[config.mk]
export PLATFORM = sky130hd
export DESIGN_NAME = tspc_ram
export DESIGN_NICKNAME = d
export VERILOG_FILES = /design/src/design/tspc_ram.sv
export SDC_FILE = /design/constraint.sdc
export NUM_CORES = 2
export LEC_CHECK = 0
export BUFFER_PORTS_ARGS = -buffer_cell sky130_fd_sc_hd__buf_2
export CELL_PAD_IN_SITES_DETAIL_PLACEMENT = 0
export CELL_PAD_IN_SITES_GLOBAL_PLACEMENT = 1
export CORE_ASPECT_RATIO = 0.5
export CORE_MARGIN = 1.5
export CORE_UTILIZATION = 61
export CTS_CLUSTER_SIZE = 25
export DETAILED_ROUTE_END_ITERATION = 12
export GPL_TIMING_DRIVEN = 0
export PLACE_DENSITY = 0.83
export SETUP_SLACK_MARGIN = 0.2
export SYNTH_ARGS = -nofsm -noshare
export SYNTH_HDL_FRONTEND = slang
export SYNTH_SLANG_ARGS = --single-unit
export TNS_END_PERCENT = 10
[constraint.sdc]
create_clock -name clk -period 3.8 [get_ports clk]
set_input_delay 0.57 -clock clk [delete_from_list [all_inputs] [get_ports clk]]
set_output_delay 0.57 -clock clk [all_outputs]
set_load 0.005 [all_outputs]
[src/design/tspc_ram.sv]
// Generic single-write, single-read RAM with registered read data.
// No dependencies.
module tspc_ram #(
	parameter int WIDTH = 8,
	parameter int DEPTH = 256,
	localparam int AW = (DEPTH > 1) ? $clog2(DEPTH) : 1
) (
	input  logic             clk,
	input  logic             we,
	input  logic [AW-1:0]    waddr,
	input  logic [WIDTH-1:0] wdata,
	input  logic [AW-1:0]    raddr,
	output logic [WIDTH-1:0] rdata
);
	logic [WIDTH-1:0] mem_q [DEPTH];

	always_ff @(posedge clk) begin
		if (we) begin
			mem_q[waddr] <= wdata;
		end
		rdata <= mem_q[raddr];
	end
endmodule

Word level (Yosys, flattened, before mapping):

Memory sizes are Yosys's and may differ from the RTL's. A register that Yosys moved wholly into a read port is not among the register bits.
Index checks and enable logic that the tools add are counted.

* RAM bits: 2048
* word-level logic and storage cells: 3
* memories: 1
* register bits after elaboration: 0
* input bits: 26
* output and inout bits: 8

Memories
* mem_q: depth 256, width 8, read ports 1, clocked after memory_dff 1, write ports 1, RTL line 15 `logic [WIDTH-1:0] mem_q [DEPTH];`

* muxes and demuxes: 2

Operators with widths (count)
* 1-bit 2-to-1 mux: 2

Depth between registers and ports, before layout:

* word-level depth: 2
* depth in mapped cells: 11
* mapped depth without buffers: 6

Least setup slack after synthesis:

OpenSTA, ideal clock, no wires.

* kind: input to register
* start: input port raddr[0]
* end: register rdata[2], read port of mem_q
* path slack: 1.292 ns
* data arrival time: 2.377 ns
* stages on the path: 9
* path buffers: 4
* data required time: 3.669 ns
* path through: buf_6 -> buf_12 -> buf_8 -> buf_2 -> mux4_2 -> a22oi_1 -> a21oi_1 -> nor4_1 -> nor4_2

RTL lines
* start, declared: RTL line 12 `input logic [AW-1:0] raddr,`
* end, declared: RTL line 13 `output logic [WIDTH-1:0] rdata`

==> results.py <==
metrics = {
    "timing": {
        "tns_ps": -293,
        "worstMarginPinSlew_ps": 1640,
        "relSlewSlack_pct": -9.59,
        "fin_ws_ps": -142,
        "grt_setup_unrepaired": "true",
        "max_freq_ghz": 0.254,
        "drv_slew": 22,
        "skew_ps": 42.6,
        "hold_viol": 0,
        "timing.hold.ws_ps": 207,
        "period_minus_slack_ps": 3940,
        "finalSetupViolations": 5,
        "period_share_pct": 104,
    },
    "grt": {
        "antenna_found_initial": 14,
        "grt_pass1_wl_um": 319000,
        "grt_pass1_vias": 40800,
        "grt-ovfl-total": 0,
        "track_usage_pct": 35.6,
        "grt_max_degree": 169,
    },
    "synthesis": {
        "synth_cell_types": 55,
        "async_flop_share_pct": 0,
        "yosys_warnings": 0,
        "ys.flop_type": "edfxtp_1",
        "synth.yosys.seq_area_share_pct": 77.5,
        "synth_area_mm2": 0.0796,
        "synthesis.instances": 3733,
        "synth_fp_nets": 3759,
        "synth-seq-cells": 2056,
        "synth_edf_count": 2048,
        "avgSynthCellArea_um2": 21.3,
    },
    "run_status": {
        "status": "finished with violations",
        "violations": "capacitance limit, slew limit, setup timing",
    },
    "critical_path": {
        "cp_max_fo": 10,
        "end_kind": "flip-flop",
        "arrival_ps": 4600,
        "criticalPathCategory": "input port to flip-flop",
        "cp-start-kind": "input port",
        "required_ps": 4460,
    },
    "cells_and_area": {
        "final_net_count": 3969,
        "syn2layout_area_growth_pct": 10.4,
        "layout_common_cells": "2048 x edfxtp_1, 454 x mux4_2, 281 x nor2_1",
        "drive_gt1_share_pct": 22.0,
        "seqCellArea_mm2": 0.0617,
        "fin_util_pct": 68.0,
        "mostFrequentLayoutCell": "edfxtp_1",
        "multi_input_area_mm2": 0.0166,
        "fillers": 7735,
    },
    "floorplanning": {
        "die_w_um": 514,
        "die-area_mm2": 0.133,
        "coreArea_mm2": 0.129,
        "die_y_um": 258,
        "io_pins": 34,
        "start_util_pct": 61.7,
        "rows": 93,
    },
    "cts": {
        "cts_buffer_depth": 3,
        "htree_levels": 4,
        "cts_tree": "yes",
        "clock-sinks": 2056,
        "clk_pin_slew_ps": 60,
        "cts-hold-fix-buffers": 0,
        "cts-buffers-inserted": 167,
        "cts_root_buf": "clkbuf_16",
        "post-cts-setup-buffer-count": 0,
        "clkLatencyLatePin_ps": 830,
    },
    "routing": {
        "totalWireLength_um": 235000,
        "antenna_left": 0,
        "dr.pass1.iters": 12,
        "drt-wirelength-per-cell_um": 40.5,
        "vias": 42700,
        "dr.first_iter.drc_count": 8268,
        "avgViaCountPerCell": 7.37,
        "drc_errors": 0,
    },
    "pwr": {
        "power_mw": 45.2,
        "ir_drop_uv": 457,
        "power.density_mw_per_mm2": 515,
        "p_leak_nw": 27.0,
    },
    "place": {
        "gp_congestion": 0.947,
        "post-place-ws_ps": -1410,
        "numPortBuffers": 26,
        "place_hpwl_um": 154000,
    },
    "flow_run": {
        "maxCapViolations": 2,
    },
    "worst_hold_path": {
        "hp-class": "input port to flip-flop",
    },
}
metrics by stage:
| step | area [um2] | cells |
|---|---|---|
| after floorplan | 79600 | 3733 |
| after global placement | 81800 | 5469 |
| after detailed placement | 82300 | 5483 |
| after CTS | 87700 | 5787 |
| after global routing | 87800 | 5790 |
| final | 87800 | 5793 |
state kept, by name, summed over array words and instances (netlist names):
name	count
mem_q	2048
rdata	8
worst max-delay path, cell delays in order:
cell	delay, ps
buf_2	110
buf_4	230
clkbuf_1	480
clkbuf_1	570
clkbuf_2	580
a2111oi_1	1150
nor3_1	280
nor4_2	570
final timing paths:
| kind | start | to | slack (ps) | depth (start not counted) |
|---|---|---|---|---|
| worst max-delay path | raddr[4] | rdata[0]$_DFF_P_ | -140 | 8 |
| worst min-delay path | wdata[4] | mem_q[130][4]$_DFFE_PP_ | 210 | 1 |
| worst max register to register | mem_q[83][3]$_DFFE_PP_ | rdata[3]$_DFF_P_ | 500 | 6 |
| worst min register to register | mem_q[202][6]$_DFFE_PP_ | rdata[6]$_DFF_P_ | 1340 | 5 |
what timing repair did:
action,CTS,global route
pin swaps,1,0
gates resized for setup,41,24
endpoints found under the setup margin,8,8
cell type report:
class	count	share of cell area, %
Multi-Input combinational cell	1442	18.9
Clock buffer	212	5.12
Timing Repair Buffer	41	0.593
Sequential cell	2056	70.2
Antenna cell	5	0.0142
Clock inverter	92	0.972
Inverter	2	0.00855
Tap cell	1710	2.44
Buffer	233	1.78
layer usage:
metal	vias up	part of all wire (%)	global-route usage, %
met5	-	0.062	0
met4	18	4.3	13.6
met3	583	18	15.8
met2	3969	42	49.7
met1	22000	35	50.0
li1	16100	-	-
power by group:
| part | total [mW] | switching [mW] | internal (mW) |
|---|---|---|---|
| combinational | 2.70 | 1.89 | 0.814 |
| sequential | 25.0 | 0.0152 | 25.0 |
| clock | 17.5 | 8.11 | 9.41 |
cells in the mapped netlist, types with 2 or more instances:
cell type  count  area share, %
buf_1         22           0.10
buf_12         8           0.20
o211ai_1      10          0.094
mux4_1         2          0.066
a211oi_1      16           0.15
edfxtp_1    2048             77
clkbuf_1     111           0.52
a221oi_1      13           0.14
nor2_1       282            1.3
and3b_1        2          0.022
buf_2         31           0.20
mux2i_1      134            1.7
buf_8         13           0.25
o221ai_1      46           0.51
a22o_1         8          0.088
a311oi_1       2          0.022
nand3_1       34           0.21
a2111oi_0      2          0.022
nand2_1       33           0.16
o21ai_0       10          0.063
nor2b_1       31           0.24
nand2b_1       8          0.063
o22ai_1       28           0.22
nand4_1       10          0.079
o22a_1         5          0.055
dfxtp_1        8           0.20
nor4_1        24           0.19
o32ai_1        4          0.044
and2_1         6          0.047
nor3_1        22           0.14
buf_4         27           0.25
nor4_2         3          0.047
a2111oi_1      2          0.025
a31oi_1        2          0.016
a21oi_1       96           0.60
buf_6         21           0.30
nand3b_1       2          0.019
or2_2          4          0.031
o21ai_1        2          0.013
a22oi_1      133            1.3
mux4_2       454             13
kinds of logic (layout without fill, tap and decap cells):
| family | Yosys count | count (layout) | share of synthesized area, % |
|---|---|---|---|
| other cells | 0 | 5 | 0 |
| buf+inv | 235 | 580 | 1.83 |
| flops | 2056 | 2056 | 77.5 |
| mux | 591 | 591 | 14.6 |
| simple gates | 466 | 466 | 2.63 |
| compound gates | 385 | 385 | 3.42 |
Power figures use the tool's default switching activity.
